**config.mk**
```make
export PLATFORM = sky130hd
export DESIGN_NAME = one_shot_compare_timer_flat
export DESIGN_NICKNAME = d
export VERILOG_FILES = /design/src/rtl/osct_pkg.sv /design/src/rtl/osct_if.sv /design/src/rtl/one_shot_compare_timer.sv /design/src/flat_wrapper.sv
export SDC_FILE = /design/constraint.sdc
export NUM_CORES = 1
export LEC_CHECK = 0
export BUFFER_PORTS_ARGS = -buffer_cell sky130_fd_sc_hd__clkbuf_2
export CAP_MARGIN = 20
export CORE_MARGIN = 2
export CORE_UTILIZATION = 61
export CTS_CLUSTER_DIAMETER = 200
export DETAILED_ROUTE_END_ITERATION = 16
export PLACE_DENSITY = 0.82
export SLEW_MARGIN = 40
export SYNTH_ARGS = -nofsm -noshare
export SYNTH_HDL_FRONTEND = slang
export SYNTH_SLANG_ARGS = --single-unit
export TNS_END_PERCENT = 30
```
**constraint.sdc**
```tcl
create_clock -name clk -period 5.5 [get_ports clk]
set_input_delay 0.275 -clock clk [delete_from_list [all_inputs] [get_ports clk]]
set_output_delay 0.275 -clock clk [all_outputs]
set_load 0.005 [all_outputs]
```
**src/rtl/osct_pkg.sv**
```systemverilog
// osct_pkg: shared types and constants of the one-shot compare timer
`default_nettype none
package osct_pkg;

  localparam int COUNT_W    = 32;
  localparam int PRESCALE_W = 16;
  localparam int MASK_W     = 4;
  localparam int CHAN_W     = 2;
  localparam int OP_W       = 2;
  localparam int ADDR_W     = 3;
  localparam int DATA_W     = 32;

  localparam logic [CHAN_W-1:0] TIMEOUT_CHANNEL = 2'd3;

  typedef enum logic [OP_W-1:0] {
    OP_TICK   = 2'd0,
    OP_ARM    = 2'd1,
    OP_CANCEL = 2'd2
  } op_t;

  typedef enum logic {
    REG_PRESCALE = 1'b0,
    REG_RUN      = 1'b1
  } reg_index_t;

  localparam logic [PRESCALE_W-1:0] PRESCALE_RESET = '0;
  localparam logic                  RUN_RESET      = 1'b1;

endpackage
`default_nettype wire

```
**src/rtl/osct_if.sv**
```systemverilog
// osct_if: valid/ready channels for input items and result items
`default_nettype none
interface osct_item_if;
  logic                              valid;
  logic                              ready;
  logic [osct_pkg::OP_W-1:0]         op;
  logic [osct_pkg::CHAN_W-1:0]       channel;
  logic [osct_pkg::COUNT_W-1:0]      delay_count;

  modport source (output valid, output op, output channel, output delay_count, input ready);
  modport sink   (input valid, input op, input channel, input delay_count, output ready);
endinterface

interface osct_result_if;
  logic                              valid;
  logic                              ready;
  logic [osct_pkg::COUNT_W-1:0]      count_now;
  logic [osct_pkg::MASK_W-1:0]       fired_mask;
  logic                              timeout_done;

  modport source (output valid, output count_now, output fired_mask, output timeout_done,
                  input ready);
  modport sink   (input valid, input count_now, input fired_mask, input timeout_done,
                  output ready);
endinterface
`default_nettype wire

```
**src/rtl/one_shot_compare_timer.sv**
```systemverilog
// one_shot_compare_timer: prescaled 32-bit counter with one-shot compare channels
//
// Takes one item per clock cycle while results are taken and gives one result
// per item, registered in the cycle after the item is accepted. A new item is
// taken in the same cycle the previous result leaves, so items follow back to
// back while results are taken; a stalled result holds the input until it is
// taken. The whole update (prescaler, count increment, channel compares, arm sum)
// is one level of logic between the state registers and the result register.
// Channel 3 is the timeout channel and drives timeout_done.
// Registers: prescale_divide at byte address 0, run_enable at byte address 4.
`default_nettype none
module one_shot_compare_timer #(
  parameter int CHANNELS = 4
) (
  input  wire logic                             clk,
  input  wire logic                             rst,
  osct_item_if.sink                             item_in,
  osct_result_if.source                         result_out,
  input  wire logic                             psel,
  input  wire logic                             penable,
  input  wire logic                             pwrite,
  input  wire logic [osct_pkg::ADDR_W-1:0]      paddr,
  input  wire logic [osct_pkg::DATA_W-1:0]      pwdata,
  output logic      [osct_pkg::DATA_W-1:0]      prdata,
  output logic                                  pready
);

  localparam int CW = osct_pkg::COUNT_W;
  localparam int PW = osct_pkg::PRESCALE_W;

  logic [PW-1:0] prescale_divide;
  logic          run_enable;
  logic [PW-1:0] prescale_count;
  logic [PW-1:0] prescale_count_next;
  logic [CW-1:0] main_count;
  logic [CW-1:0] main_count_next;
  logic [CW-1:0] count_inc;
  logic [CW-1:0] arm_delay;
  logic [CW-1:0] arm_value;
  logic          timeout_done_flag;
  logic          timeout_done_next;
  logic          res_valid;
  logic          accept;
  logic          reg_write;
  logic          is_tick;
  logic          is_arm;
  logic          is_cancel;
  logic          advance;
  logic [osct_pkg::MASK_W-1:0] fired;

  logic [CW-1:0] compare_value [CHANNELS];
  logic [CHANNELS-1:0] channel_armed;

  // configuration port
  assign pready    = 1'b1;
  assign reg_write = psel & penable & pwrite & pready;

  always_ff @(posedge clk) begin
    if (rst) begin
      prescale_divide <= osct_pkg::PRESCALE_RESET;
      run_enable      <= osct_pkg::RUN_RESET;
    end else if (reg_write) begin
      unique case (osct_pkg::reg_index_t'(paddr[2]))
        osct_pkg::REG_PRESCALE: prescale_divide <= pwdata[PW-1:0];
        osct_pkg::REG_RUN:      run_enable      <= pwdata[0];
      endcase
    end
  end

  always_comb begin
    unique case (osct_pkg::reg_index_t'(paddr[2]))
      osct_pkg::REG_PRESCALE: prdata = {{(osct_pkg::DATA_W-PW){1'b0}}, prescale_divide};
      osct_pkg::REG_RUN:      prdata = {{(osct_pkg::DATA_W-1){1'b0}}, run_enable};
    endcase
  end

  // handshake
  assign item_in.ready = ~res_valid | result_out.ready;
  assign accept        = item_in.valid & item_in.ready;

  // operation decode
  always_comb begin
    is_tick   = 1'b0;
    is_arm    = 1'b0;
    is_cancel = 1'b0;
    case (osct_pkg::op_t'(item_in.op))
      osct_pkg::OP_TICK:   is_tick   = 1'b1;
      osct_pkg::OP_ARM:    is_arm    = 1'b1;
      osct_pkg::OP_CANCEL: is_cancel = 1'b1;
      default: ;
    endcase
  end

  assign advance   = is_tick & run_enable & (prescale_count >= prescale_divide);
  assign count_inc = main_count + CW'(1);

  always_comb begin
    prescale_count_next = prescale_count;
    if (is_tick && run_enable) begin
      prescale_count_next = advance ? '0 : prescale_count + PW'(1);
    end
  end

  assign main_count_next = advance ? count_inc : main_count;

  // timeout channel takes a zero delay as one
  assign arm_delay = (item_in.channel == osct_pkg::TIMEOUT_CHANNEL && item_in.delay_count == '0)
                     ? CW'(1) : item_in.delay_count;
  assign arm_value = main_count + arm_delay;

  // compare channels
  for (genvar c = 0; c < osct_pkg::MASK_W; c++) begin : g_chan
    if (c < CHANNELS) begin : g_on
      logic sel;
      assign sel      = item_in.channel == osct_pkg::CHAN_W'(c);
      assign fired[c] = advance & channel_armed[c] & (compare_value[c] == count_inc);

      always_ff @(posedge clk) begin
        if (rst) begin
          compare_value[c] <= '0;
          channel_armed[c] <= 1'b0;
        end else if (accept) begin
          if (fired[c] || (is_cancel && sel)) begin
            channel_armed[c] <= 1'b0;
          end else if (is_arm && sel) begin
            channel_armed[c] <= 1'b1;
          end
          if (is_arm && sel) begin
            compare_value[c] <= arm_value;
          end
        end
      end
    end else begin : g_off
      assign fired[c] = 1'b0;
    end
  end

  always_comb begin
    timeout_done_next = timeout_done_flag;
    if (CHANNELS > int'(osct_pkg::TIMEOUT_CHANNEL)) begin
      if (is_arm && item_in.channel == osct_pkg::TIMEOUT_CHANNEL) begin
        timeout_done_next = 1'b0;
      end else if (fired[osct_pkg::TIMEOUT_CHANNEL]) begin
        timeout_done_next = 1'b1;
      end
    end
  end

  always_ff @(posedge clk) begin
    if (rst) begin
      prescale_count    <= '0;
      main_count        <= '0;
      timeout_done_flag <= 1'b0;
    end else if (accept) begin
      prescale_count    <= prescale_count_next;
      main_count        <= main_count_next;
      timeout_done_flag <= timeout_done_next;
    end
  end

  // result register
  always_ff @(posedge clk) begin
    if (rst) begin
      res_valid <= 1'b0;
    end else if (accept) begin
      res_valid <= 1'b1;
    end else if (result_out.ready) begin
      res_valid <= 1'b0;
    end
  end

  always_ff @(posedge clk) begin
    if (accept) begin
      result_out.count_now    <= main_count_next;
      result_out.fired_mask   <= fired;
      result_out.timeout_done <= timeout_done_next;
    end
  end

  assign result_out.valid = res_valid;

endmodule
`default_nettype wire

```
**src/flat_wrapper.sv**
```systemverilog
// flat-port wrapper written by rule: the top's interface ports become plain ports
module one_shot_compare_timer_flat 
#(
  parameter int CHANNELS = 4
)
  (clk, rst, psel, penable, pwrite, paddr, pwdata, prdata, pready, item_in_valid, item_in_op, item_in_channel, item_in_delay_count, item_in_ready, result_out_valid, result_out_count_now, result_out_fired_mask, result_out_timeout_done, result_out_ready);
  osct_item_if item_in_i ();
  osct_result_if result_out_i ();
  input  wire logic clk;
  input  wire logic rst;
  input  wire logic psel;
  input  wire logic penable;
  input  wire logic pwrite;
  input  wire logic [osct_pkg::ADDR_W-1:0] paddr;
  input  wire logic [osct_pkg::DATA_W-1:0] pwdata;
  output logic      [osct_pkg::DATA_W-1:0] prdata;
  output logic pready;
  input wire logic [$bits(item_in_i.valid)-1:0] item_in_valid;
  input wire logic [$bits(item_in_i.op)-1:0] item_in_op;
  input wire logic [$bits(item_in_i.channel)-1:0] item_in_channel;
  input wire logic [$bits(item_in_i.delay_count)-1:0] item_in_delay_count;
  output wire logic [$bits(item_in_i.ready)-1:0] item_in_ready;
  output wire logic [$bits(result_out_i.valid)-1:0] result_out_valid;
  output wire logic [$bits(result_out_i.count_now)-1:0] result_out_count_now;
  output wire logic [$bits(result_out_i.fired_mask)-1:0] result_out_fired_mask;
  output wire logic [$bits(result_out_i.timeout_done)-1:0] result_out_timeout_done;
  input wire logic [$bits(result_out_i.ready)-1:0] result_out_ready;
  assign item_in_i.valid = item_in_valid;
  assign item_in_i.op = item_in_op;
  assign item_in_i.channel = item_in_channel;
  assign item_in_i.delay_count = item_in_delay_count;
  assign item_in_ready = item_in_i.ready;
  assign result_out_valid = result_out_i.valid;
  assign result_out_count_now = result_out_i.count_now;
  assign result_out_fired_mask = result_out_i.fired_mask;
  assign result_out_timeout_done = result_out_i.timeout_done;
  assign result_out_i.ready = result_out_ready;
  one_shot_compare_timer #(.CHANNELS(CHANNELS)) u_core (.clk(clk), .rst(rst), .item_in(item_in_i), .result_out(result_out_i), .psel(psel), .penable(penable), .pwrite(pwrite), .paddr(paddr), .pwdata(pwdata), .prdata(prdata), .pready(pready));
endmodule
```
# Yosys cells after proc, flatten, opt, wreduce, memory -nomap -nowiden
# Memories as Yosys holds them, arrays and structs flattened.
# Index checks and enable logic that the tools add are counted.
dict set report op_classes {
  addsub 3
  order_cmp 1
  n_eq_ne 9
  muxes 41
  n_bitwise 20
  reduce_logical 29
}
# operator n
set op_table {}
lappend op_table {{2-to-1 mux 32 bit} 6}
lappend op_table {{equality test 32 bit} 4}
lappend op_table {{one-hot mux 32 bit (2 select lines)} 1}
lappend op_table {{2-to-1 mux 1 bit} 33}
lappend op_table {{adder 32 x 1 -> 32 bit, second input constant} 1}
lappend op_table {{adder 32 bit} 1}
lappend op_table {{logical NOT 32 bit} 1}
lappend op_table {{adder 16 x 1 -> 16 bit, second input constant} 1}
lappend op_table {{greater-or-equal comparator 16 bit} 1}
lappend op_table {{2-to-1 mux 16 bit} 1}
lappend op_table {{AND reduction 2 bit} 7}
lappend op_table {{bitwise AND 1 bit} 13}
lappend op_table {{logical AND 1 bit} 10}
lappend op_table {{nonzero test 2 bit} 5}
lappend op_table {{equality test 2 bit, second input constant} 3}
lappend op_table {{OR 1 bit} 5}
lappend op_table {{equality test 2 x 1 -> 1 bit, second input constant} 2}
lappend op_table {{logical NOT 2 bit} 2}
lappend op_table {{logical OR 1 bit} 4}
lappend op_table {{inverter 1 bit} 2}
dict set report totals {
  ff_bits 108
  mem_bits_rw 128
  out_inout_bits 72
  wordCells 117
  n_memories 1
}
# memory words width read_ports rd_ports_with_merged_regs wr line_no
set mem_list {}
lappend mem_list {u_core.compare_value 4 32 4 0 4 one_shot_compare_timer.sv:51} ;# logic [CW-1:0] compare_value [CHANNELS];

# Logic depth before layout (Yosys ltp)
# Gate-level depths: netlist of the first run.
dict set report logic_depth {
  depth_word 9
  depth_mapped 14
}

# Worst setup path after synthesis of the first run
# OpenSTA, ideal clock, no wires.
dict set report synth_timing {
  path_kind {register to register}
  start {reg u_core.res_valid (netlist: u_core.result_out.valid)}
  end {mem u_core.compare_value[0][0] (netlist name) (enable)}
  setup_time_ns 0.511
  t_arrival_ns 4.137
  setup_slack_ns 0.853
  stages_incl_launch_ff 5
  path_buffers 1
  period_less_slack_ns 4.647
  cell_sequence {dfxtp_1 nand2b_1 nand2_1 clkbuf_1 o41ai_1}
}
# element line_no
set synth_rtl {}
lappend synth_rtl {{start, declared} one_shot_compare_timer.sv:42} ;# logic res_valid;
lappend synth_rtl {{start signal, assigned} one_shot_compare_timer.sv:164} ;# res_valid <= 1'b0;
lappend synth_rtl {{start signal, assigned} one_shot_compare_timer.sv:166} ;# res_valid <= 1'b1;
lappend synth_rtl {{start signal, assigned} one_shot_compare_timer.sv:168} ;# res_valid <= 1'b0;
lappend synth_rtl {{end, declared} one_shot_compare_timer.sv:51}

==> results of run 1 <==
power by group:
group | total, uW | switching, uW | internal [uW]
Combinational | 381 | 244 | 137
Sequential | 1990 | 33.7 | 1950
Clock | 1840 | 711 | 1130
worst register-to-register path, stage by stage, from the launching register on:
cell	delay, ns
dfxtp_1	0.56
ha_1	0.43
and4_1	0.49
and3_1	0.45
xnor3_1	0.21
o211ai_1	0.10
or4_1	0.53
or3_1	0.46
nor4_1	0.81
and2_1	0.23
state kept, by name, indices dropped and copies added (netlist names):
signal and count:
u_core.prescale_divide 16, u_core.main_count 32, u_core.prescale_count 16, u_core.result_out.count_now 32
u_core.result_out.fired_mask 4, u_core.timeout_done_flag 1, u_core.result_out.timeout_done 1, u_core.run_enable 1
u_core.compare_value 128, u_core.channel_armed 4, u_core.result_out.valid 1
path summary, 6_finish.rpt:
path	startpoint	endpoint	slack, ns
worst max-delay path	item_in_delay_count[5]	u_core.compare_value[1][30]$_SDFFCE_PN0P_	1.07
worst min-delay path	result_out_ready	u_core.result_out.valid$_SDFFE_PP0P_	0.06
worst max register to register	u_core.main_count[1]$_SDFFE_PP0P_	u_core.result_out.fired_mask[2]$_DFFE_PP_	1.10
worst min register to register	u_core.prescale_divide[5]$_SDFFE_PP0P_	u_core.prescale_divide[5]$_SDFFE_PP0P_	0.45
cell usage in the layout (no fill, tap or decap), types with 6 or more instances in the layout:
cell and count:
a31oi_1 6, a21o_1 21, nand2b_1 13, clkbuf_1 10
clkbuf_16 27, nand3_1 49, or4_1 9, xor2_1 58
xnor3_1 51, o2111ai_1 9, mux2i_1 8, clkbuf_2 114
nor2b_1 10, dfxtp_1 71, edfxtp_1 165, nor4_1 34
o31ai_1 7, o311ai_0 6, ha_1 49, nand2_1 113
xnor2_1 120, a21oi_1 77, conb_1 17, o211a_1 6
o21ai_0 45, nand4_1 42, buf_4 29, or3_1 14
and4_1 10, o211ai_1 7, nor3_1 28, dlygate4sd3_1 17
and3_1 18, inv_1 51, o21bai_1 6, nor2_1 234
a211oi_1 11
logic make-up after synthesis:
group,synth area share
AO/OA/AOI/OAI,0.108
XOR/XNOR,0.174
adder cells (fa/ha/maj),0.0405
buffers and inverters,0.0555
flip-flops,0.408
multiplexers,0.00656
other,0.000480
AND/OR/NAND/NOR,0.207
through the flow:
stage                     hold slack (ns)  std cells  total power [uW]  setup WS (ns)
after global placement              0.443       1958              2370          0.747
after CTS                          0.0621       2022              4190           1.11
after floorplan                     0.400       1623              2250          0.853
final                              0.0616       2022              4210           1.07
after detailed placement            0.446       1958              2380          0.764
after global routing                0.105       2022              4300          0.916
layout make-up:
class | instances | area [sq um] | share of cell area
inverters | 54 | 205 | 0.0118
well taps | 330 | 413 | 0.0238
multi-input cells | 1195 | 8530 | 0.491
flip-flops and latches | 236 | 6380 | 0.367
repair buffers | 160 | 958 | 0.0552
clock buffers | 40 | 754 | 0.0434
clock inverters | 7 | 136 | 0.00785
layer usage:
| metal | GRT usage | vias to the layer above | share of wire |
|---|---|---|---|
| met5 | 0 | - | 0 |
| li1 | - | 5849 | - |
| met2 | 0.573 | 783 | 0.45 |
| met4 | 0.150 | 0 | 0.044 |
| met3 | 0.0674 | 137 | 0.11 |
| met1 | 0.492 | 6256 | 0.39 |
==> summary.txt, run 1 <==
Layout
  – Final Cell Area: between 15000 and 20000 sq um
  – Syn-to-layout area delta: 11.1%
  – Final net count: about 1800
  – Share of layout cells above drive strength 1: 0.133
  – Ant. Diodes: 0
  – Final core occ: 0.690
  – Filler cell count: 1884

Clock network
  – Post-CTS Setup Bufs: 0
  – Post-CTS resize count: 0
  – Clock root buffer: clkbuf_16
  – Clk_lat worst skew: between 0.5 and 0.6 ns
  – CTS HTree Levels: 1
  – CTS tree: yes
  – CTS Buf Count: 26
  – CTS Sinks: approximately 240
  – Clock slew at reported path FFs: about 0.060 ns
  – Hold_buf cts: 17
  – Buffer depth of the longest clock path: 3

Setup path
  – Critical Path Source Type: primary input
  – CP peak stage delay: 0.71 ns
  – Most frequent CP cell: buf_4
  – Highest net fanout along the worst path: 4
  – Worst setup EP type: flop
  – Worst Path Arrival: between 4 and 5 ns
  – Crit path depth: 16
  – Worst Reg-to-Reg Cells: 9
  – CP max-delay cell: a311oi_1
  – CP required: 5.75 ns
  – WS Path Type: in -> reg
  – Crit-path cells: clkbuf_2, nor4_1, buf_4, nand4_1, nor3_1, a41o_1, ha_1, fa_1, a211oi_1, o211ai_1, nand3_1, a2111oi_0, buf_4, o32ai_1, a311oi_1, nor2_1
  – Cell family with most CP delay: compound AO/OA/AOI/OAI gates
  – Bufs and invs on worst path: 3

Logic synthesis
  – Commonest cells post-synth: nor2_1 (235), edfxtp_1 (165), xnor2_1 (120), nand2_1 (117), clkbuf_1 (91)
  – Async set or reset register ratio after synthesis: 0
  – Mapped Area: between 15000 and 20000 sq um
  – Synth area leaders: edfxtp_1 (32%), dfxtp_1 (9.1%), xnor3_1 (7.3%)
  – Sequential fraction of the synthesis area: 0.408
  – Largest area contributor in the netlist: edfxtp_1
  – YS warnings: 0
  – Count of cell types in the netlist: 87
  – #FFs+latches synth: ~240
  – Main flop type after synthesis: edfxtp_1
  – Share of the synthesized area in the top cell type: 0.317
  – Most common cell in the netlist: nor2_1
  – Cells after synthesis: between 1500 and 2000
  – Synth Area per Inst: just under 10 sq um
  – Post-synth EDFFs: ~170

Die
  – I/O pin count: 150
  – Core Box Area: ~25000 sq um
  – Die area: ~27000 sq um
  – Die span in x: between 150 and 200 um
  – Die height: around 160 um
  – Initial Util: 0.621
  – Row count: 58

Placement
  – Dpl hpwl: ~35000 um
  – DP Area: about 16000 sq um
  – IO Port Bufs: between 100 and 150
  – GPL Wtd Cong: between 1 and 1.5

Drt
  – WL per Instance: between 20 and 25 um
  – Final ANT Viol Nets: 0
  – Post-Route WL: 48900 um
  – Residual DRC: 0
  – Starting DRC count in detailed routing: ~1600
  – Pre-antenna DRT Iters: 6
  – Routed via count: approximately 13000
  – Drt via density: roughly 6.4

STA
  – Final Cycle Share: 0.805
  – Slew headroom: 0.383
  – RSZ-0062 raised after global routing: false
  – Final Setup Violations: 0
  – Setup TNS: 0 ns
  – Minimum clock period: 4.43 ns
  – Tightest Pin Transition: 0.918 ns
  – Final hold violations: 0
  – Clk_skew: roughly 0.016 ns
  – FMAX: between 0.2 and 0.25 GHz
  – Final Max Tran Viols: 0

Pwr
  – Pwr dens: around 240 nW/um^2
  – Pleak: 0.00694 uW
  – Max VDD drop: 0.192 mV

Global route
  – Initial antenna violation count: 1
  – Largest net degree at the start of global routing: 57
  – GRT Overall Usage: 0.362
  – Congestion Overflow GR: 0
  – First-pass GRT wire length: 72600 um
  – Vias in the first global route: approximately 12000

Min path
  – Type of the worst min-delay path: in -> reg
  – WHS Path Cells: 3

Outcome
  – Status: finished, final reports clean

Job
  – Max cap viols: 0
(Power assumes the default switching activity.)
==> run 2: changes to the inputs <==
--- a/config.mk
+++ b/config.mk
@@ -8,10 +8,10 @@
 export BUFFER_PORTS_ARGS = -buffer_cell sky130_fd_sc_hd__clkbuf_2
 export CAP_MARGIN = 20
 export CORE_MARGIN = 2
-export CORE_UTILIZATION = 61
+export CORE_UTILIZATION = 55
 export CTS_CLUSTER_DIAMETER = 200
 export DETAILED_ROUTE_END_ITERATION = 16
-export PLACE_DENSITY = 0.82
+export PLACE_DENSITY = 0.78
 export SLEW_MARGIN = 40
 export SYNTH_ARGS = -nofsm -noshare
 export SYNTH_HDL_FRONTEND = slang
==> constraint.sdc (replaced) <==
create_clock -name clk -period 3.9 [get_ports clk]
set_input_delay 0.195 -clock clk [delete_from_list [all_inputs] [get_ports clk]]
set_output_delay 0.195 -clock clk [all_outputs]
set_load 0.005 [all_outputs]
==> run 2 against run 1 <==
Compared with the run above: clock-buffer cell count decreased by 3; clock power increased by 35%; register-to-register slack got worse by 0.98 ns; worst hold slack got worse by 0.042 ns; die area increased by 11%; largest power group unchanged.
==> summary.txt, run 2 (synthesis gave the netlist of run 1 again) <==
Outcome
  – Status: finished, final reports clean (unchanged)

Layout
  – Filler cell count: 2196 (was 1884)
  – Commonest cells after routing, fill and taps aside: nor2_1 (233), edfxtp_1 (165), buf_4 (151) (was nor2_1 (234), edfxtp_1 (165), xnor2_1 (120))
  – Share of layout cells above drive strength 1: 0.190 (was 0.133)
  – Max reg flops: 128 (unchanged)
  – Layout Cells excl Fill: 2196 (was 2022)
  – Syn-to-layout area delta: 17.3% (was 11.1%)
  – Biggest register: u_core.compare_value (unchanged)
  – Most common cell after layout, fill and taps aside: nor2_1 (unchanged)
  – Register area: 6380 sq um (unchanged)
  – Multi-input logic area: 8520 sq um (was 8530 sq um)
  – Final net count: 1926 (was 1801)
  – Largest regs: u_core.compare_value (128), u_core.main_count (32), u_core.result_out.count_now (32) (unchanged)
  – Ant. Diodes: 0 (unchanged)

Pwr
  – Max VDD drop: 0.295 mV (was 0.192 mV)
  – Pleak: 0.00757 uW (was 0.00694 uW)
  – Pwr dens: 321 nW/um^2 (was 242 nW/um^2)

STA
  – Minimum clock period: roughly 3.8 ns
  – Final Cycle Share: 0.968
  – Final Setup Violations: 0 (unchanged)
  – Slew headroom: 0.340 (was 0.383)
  – Final Max Tran Viols: 0 (unchanged)
  – Clk_skew: 0.0201 ns (was 0.0162 ns)
  – Tightest Pin Transition: 0.981 ns (was 0.918 ns)
  – Setup TNS: 0 ns (unchanged)
  – RSZ-0062 raised after global routing: false (unchanged)
  – Final hold violations: 0 (unchanged)
  – FMAX: ~0.26 GHz

Placement
  – Placed insts: 2130 (was 1958)
  – IO Port Bufs: 114 (unchanged)
  – GPL Wtd Cong: 1.03 (was 1.02)
  – Dpl hpwl: 38700 um (was 35100 um)

Setup path
  – CP required: 4.34 ns (was 5.75 ns)
  – RR Endpoint: u_core.channel_armed[3]$_SDFFE_PP0P_ (was u_core.result_out.fired_mask[2]$_DFFE_PP_)
  – Worst Reg-to-Reg Cells: 11 (was 9)
  – Worst Path Arrival: 4.22 ns (was 4.68 ns)
  – R2r startpoint: u_core.main_count[8]$_SDFFE_PP0P_ (was u_core.main_count[1]$_SDFFE_PP0P_)
  – Worst setup EP type: flop (unchanged)
  – WS Path Type: reg -> reg (was in -> reg)
  – Critical Path Source Type: flop (was primary input)
  – Highest net fanout along the worst path: 10 (was 4)
  – R2r setup slk: 0.12 ns (was 1.10 ns)

Min path
  – WHS Endpoint: u_core.run_enable$_SDFFE_PP1P_ (was u_core.result_out.valid$_SDFFE_PP0P_)
  – Type of the worst min-delay path: in -> reg (unchanged)
  – WHS Path Cells: 4 (was 3)
  – Hold Startpoint: penable (was result_out_ready)

Global route
  – Vias in the first global route: 13039 (was 12343)
  – Largest net degree at the start of global routing: 56 (was 57)
  – First-pass GRT wire length: 78300 um (was 72600 um)
  – Initial antenna violation count: 0 (was 1)
  – GRT Overall Usage: 0.344 (was 0.362)
  – Congestion Overflow GR: 0 (unchanged)

Clock network
  – Buffer depth of the longest clock path: 3 (unchanged)
  – Clk_lat worst skew: 0.55 ns (was 0.54 ns)
  – CTS HTree Levels: 1 (unchanged)
  – Post-CTS Setup Bufs: 0 (unchanged)
  – Clock root buffer: clkbuf_16 (unchanged)
  – CTS tree: yes (unchanged)
  – Clock slew at reported path FFs: 0.06 ns (about the same)
  – CTS Sinks: 236 (unchanged)
  – CTS Buf Count: 26 (unchanged)

Die
  – I/O pin count: 150 (unchanged)
  – Initial Util: 0.561 (was 0.621)
  – Die height: 173 um (was 164 um)
  – Die span in x: 173 um (was 164 um)
  – Die area: 29800 sq um (was 26900 sq um)
  – Core Box Area: 27900 sq um (was 25200 sq um)
  – Row count: 61 (was 58)

Drt
  – Routed via count: 13620 (was 13025)
  – Residual DRC: 0 (unchanged)
  – WL per Instance: 23.8 um (was 24.2 um)
  – Drt via density: 6.20 (was 6.44)
  – Post-Route WL: 52300 um (was 48900 um)
  – Pre-antenna DRT Iters: 5 (was 6)
  – Final ANT Viol Nets: 0 (unchanged)
  – Starting DRC count in detailed routing: 1832 (was 1643)

Job
  – Max cap viols: 0 (unchanged)
==> run 2: metal layers <==
layer	vias to the layer above	global-route usage	share of wire
met5	-	0	0
met4	0	0.154	0.046
met3	136	0.0482	0.11
met2	872	0.536	0.45
met1	6512	0.480	0.39
li1	6100	-	-
==> run 2: worst max path at each step <==
stage	end	startpoint	slack, ns
CTS	u_core.channel_armed[1]$_SDFFE_PP0P_	u_core.main_count[8]$_SDFFE_PP0P_	0.16
finish	u_core.channel_armed[3]$_SDFFE_PP0P_	u_core.main_count[8]$_SDFFE_PP0P_	0.12
global route	u_core.channel_armed[3]$_SDFFE_PP0P_	u_core.main_count[6]$_SDFFE_PP0P_	0.03
global placement	u_core.compare_value[3][28]$_SDFFCE_PN0P_	item_in_delay_count[10]	-0.13
detailed placement	u_core.compare_value[2][28]$_SDFFCE_PN0P_	item_in_delay_count[10]	-0.11
floorplan	u_core.compare_value[0][0]$_SDFFCE_PN0P_	u_core.result_out.valid$_SDFFE_PP0P_	-0.75
==> run 2: area by class of cell <==
| type | instances | share of cell area |
|---|---|---|
| flip-flops and latches | 236 | 0.348 |
| well taps | 378 | 0.0258 |
| clock inverters | 11 | 0.00457 |
| clock buffers | 37 | 0.0417 |
| repair buffers | 285 | 0.105 |
| multi-input cells | 1195 | 0.464 |
| inverters | 54 | 0.0111 |
==> run 2: through the flow <==
stage          setup slack, ns  total power (uW)   util  area [sq um]  hold slack [ns]
3_3_place_gp            -0.134              3400  0.621         17300            0.422
4_1_cts                  0.161              5860  0.658         18300          0.00939
5_1_grt                 0.0313              6000  0.658         18300           0.0549
3_5_place_dp            -0.111              3420  0.621         17300            0.428
2_1_floorplan           -0.747              3170      -         15700            0.320
6_report                 0.124              5880  0.658         18300           0.0192
==> run 2: power breakdown <==
part           internal (uW)  leakage, uW  switching [uW]
combinational            227      0.00487             361
sequential              2760      0.00229            50.6
clock                   1430     0.000412            1060
==> run 2: critical path, cell delays in order, from the launching register on <==
cell	delay, ns
dfxtp_1	0.66
nand4_4	0.35
buf_4	0.27
nor4_4	0.36
buf_4	0.23
xnor2_1	0.16
o21ai_0	0.12
nor4_1	0.39
buf_4	0.19
nand4_1	0.08
or4_1	0.59
o211a_1	0.26
==> run 2: timing repair <==
| item | 4_1_cts | 5_1_grt |
|---|---|---|
| hold endpoints to repair | 18 | 0 |
| setup endpoints to repair | 0 | 1 |
| gates resized for setup | 0 | 1 |
| hold buffers | 18 | 0 |
==> run 3: changes to the inputs <==
--- a/config.mk
+++ b/config.mk
@@ -12,6 +12,7 @@
 export CTS_CLUSTER_DIAMETER = 200
 export DETAILED_ROUTE_END_ITERATION = 16
 export PLACE_DENSITY = 0.78
+export RECOVER_POWER = 50
 export SLEW_MARGIN = 40
 export SYNTH_ARGS = -nofsm -noshare
 export SYNTH_HDL_FRONTEND = slang
==> run 3 against run 2 <==
Compared with the run above: the flow now finishes with violations (capacitance limit, slew limit); clock power about the same; sequential cell count unchanged; die area unchanged; setup slack worse by 0.027 ns; largest cell class unchanged; highest routed layer is now met5.
==> summary.txt, run 3 (synthesis gave the netlist of run 1 again) <==
Drt
  – Drt via density: 6.23 (was 6.20)
  – Final ANT Viol Nets: 0 (unchanged)
  – WL per Instance: 23.9 um (was 23.8 um)
  – Residual DRC: 0 (unchanged)
  – Starting DRC count in detailed routing: 1879 (was 1832)
  – Pre-antenna DRT Iters: 7 (was 5)
  – Post-Route WL: 52500 um (was 52300 um)
  – Routed via count: 13691 (was 13620)

Clock network
  – CTS tree: yes (unchanged)
  – Buffer depth of the longest clock path: 3 (unchanged)
  – CTS Buf Count: 26 (unchanged)
  – CTS HTree Levels: 1 (unchanged)
  – Clock root buffer: clkbuf_16 (unchanged)
  – Clock slew at reported path FFs: 0.06 ns (about the same)
  – Post-CTS Setup Bufs: 0 (unchanged)
  – CTS Sinks: 236 (unchanged)
  – Clk_lat worst skew: 0.55 ns (about the same)

Pwr
  – Max VDD drop: 0.296 mV (was 0.295 mV)
  – Pwr dens: 322 nW/um^2 (was 321 nW/um^2)
  – Seq pwr share: 0.478 (was 0.477)
  – Clock power frac: 0.423 (about the same)
  – Switch share: 0.250 (about the same)
  – Pleak: 0.00740 uW (was 0.00757 uW)
  – Design internal power: 4400 uW (was 4410 uW)
  – Switch Pwr: 1470 uW (about the same)
  – Combinational Power Share: 0.098 (was 0.100)

Min path
  – WHS Endpoint: u_core.run_enable$_SDFFE_PP1P_ (unchanged)
  – Type of the worst min-delay path: in -> reg (unchanged)
  – WHS Path Cells: 4 (unchanged)
  – Hold Startpoint: pwrite (was penable)

Outcome
  – Failing checks: capacitance limit, slew limit
  – Status: finished with violations (was finished, final reports clean)

Layout
  – Final Cell Area: 18200 sq um (was 18300 sq um)
  – Share of layout cells above drive strength 1: 0.168 (was 0.190)
  – Biggest register: u_core.compare_value (unchanged)
  – Most common cell after layout, fill and taps aside: nor2_1 (unchanged)
  – Max reg flops: 128 (unchanged)
  – Register area: 6380 sq um (unchanged)
  – Commonest cells after routing, fill and taps aside: nor2_1 (234), edfxtp_1 (165), buf_4 (143) (was nor2_1 (233), edfxtp_1 (165), buf_4 (151))
  – Filler cell count: 2229 (was 2196)
  – Ant. Diodes: 0 (unchanged)
  – Multi-input logic area: 8470 sq um (was 8520 sq um)
  – Syn-to-layout area delta: 16.6% (was 17.3%)
  – Final net count: 1926 (unchanged)
  – Largest regs: u_core.compare_value (128), u_core.main_count (32), u_core.result_out.count_now (32) (unchanged)
  – Final core occ: 0.654 (was 0.658)

Placement
  – DP Area: 17300 sq um (unchanged)
  – IO Port Bufs: 114 (unchanged)
  – Worst slack at placement: -0.111 ns (unchanged)
  – Dpl hpwl: 38700 um (unchanged)
  – GPL Wtd Cong: 1.03 (unchanged)

STA
  – Final Max Tran Viols: 272 (was 0)
  – Worst setup margin: 0.0976 ns (was 0.124 ns)
  – FMAX: 0.263 GHz (was 0.265 GHz)
  – Slew headroom: -0.535 (was 0.340)
  – Tightest Pin Transition: 2.30 ns (was 0.981 ns)
  – Final Setup Violations: 0 (unchanged)
  – Final Cycle Share: 0.975 (was 0.968)
  – Setup TNS: 0 ns (unchanged)
  – Clk_skew: 0.0199 ns (was 0.0201 ns)
  – Worst hold margin: 0.0178 ns (was 0.0192 ns)
  – Minimum clock period: 3.80 ns (was 3.78 ns)
  – Final hold violations: 0 (unchanged)
  – RSZ-0062 raised after global routing: false (unchanged)

Setup path
  – CP required: 4.34 ns (about the same)
  – WS Path Type: reg -> reg (unchanged)
  – Worst Path Arrival: 4.24 ns (was 4.22 ns)
  – Highest net fanout along the worst path: 10 (unchanged)
  – R2r setup slk: 0.1 ns (was 0.12 ns)
  – CP startpoint: u_core.main_count[6]$_SDFFE_PP0P_ (was u_core.main_count[8]$_SDFFE_PP0P_)
  – Critical Path Source Type: flop (unchanged)
  – Worst Reg-to-Reg Cells: 11 (unchanged)
  – Worst setup EP type: flop (unchanged)
  – RR Endpoint: u_core.channel_armed[3]$_SDFFE_PP0P_ (unchanged)
  – R2r startpoint: u_core.main_count[6]$_SDFFE_PP0P_ (was u_core.main_count[8]$_SDFFE_PP0P_)

Global route
  – GRT Overall Usage: 0.344 (unchanged)
  – Largest net degree at the start of global routing: 56 (unchanged)
  – Congestion Overflow GR: 0 (unchanged)
  – Initial antenna violation count: 0 (unchanged)
  – Vias in the first global route: 13039 (unchanged)
  – First-pass GRT wire length: 78300 um (unchanged)

Die
  – Die span in x: 173 um (unchanged)
  – Core Box Area: 27900 sq um (unchanged)
  – Die area: 29800 sq um (unchanged)
  – Row count: 61 (unchanged)
  – Die height: 173 um (unchanged)
  – I/O pin count: 150 (unchanged)
  – Initial Util: 0.561 (unchanged)

Job
  – Max cap viols: 8 (was 0)
[run 3: cell count changes in the layout (fill, tap and decap cells not counted), sizes merged]
cell	change
buf	-7
clkinv	+1
inv	-1
clkbuf	+7
[run 3: worst max-delay path, stage by stage (launching register included)]
cell and delay (ns):
dfxtp_1 0.65, nand4_4 0.39, buf_4 0.28, nor4_4 0.35, buf_4 0.23, xnor2_1 0.16
o21ai_0 0.12, nor4_1 0.39, buf_4 0.18, nand4_1 0.09, or4_1 0.60, o211a_1 0.26
[run 3: routing by layer]
layer | vias up | part of all wire | track usage
met4 | 2 | 0.049 | 0.154
met3 | 159 | 0.11 | 0.0482
met1 | 6564 | 0.39 | 0.480
li1 | 6098 | - | -
met2 | 868 | 0.44 | 0.536
met5 | - | 0.00034 | 0
[run 3: worst max-delay path by stage]
stage,slack [ns],cells after the start,end
after floorplan,-0.75,4,u_core.compare_value[0][0]$_SDFFCE_PN0P_
after global placement,-0.13,19,u_core.compare_value[3][28]$_SDFFCE_PN0P_
after detailed placement,-0.11,19,u_core.compare_value[2][28]$_SDFFCE_PN0P_
after CTS,0.16,11,u_core.channel_armed[1]$_SDFFE_PP0P_
after global routing,0.03,11,u_core.channel_armed[3]$_SDFFE_PP0P_
final,0.1,11,u_core.channel_armed[3]$_SDFFE_PP0P_
[run 3: area by class of cell]
cell class | instances | area share
Sequential cell | 236 | 0.350
Clock buffer | 37 | 0.0419
Clock inverter | 11 | 0.00460
Multi-Input combinational cell | 1195 | 0.465
Inverter | 54 | 0.0111
Timing Repair Buffer | 285 | 0.102
Tap cell | 378 | 0.0259
[run 3: repair_timing]
action	in CTS	in global routing
endpoints found under the hold margin	18	0
hold buffers	18	0
resized for setup	0	1
setup endpoints to repair	0	1
[run 3: through the flow]
stage	std cells	power, uW
2_1_floorplan	1623	3170
3_3_place_gp	2130	3400
3_5_place_dp	2130	3420
4_1_cts	2196	5860
5_1_grt	2196	6000
6_report	2196	5870
[run 3: power groups by stage]
| stage | Combinational, uW | Clock [uW] | Sequential, uW |
|---|---|---|---|
| after floorplan | 321 | 0 | 2850 |
| after global placement | 546 | 0 | 2850 |
| after detailed placement | 558 | 0 | 2860 |
| after CTS | 576 | 2480 | 2800 |
| after global routing | 610 | 2570 | 2810 |
| final | 578 | 2490 | 2810 |
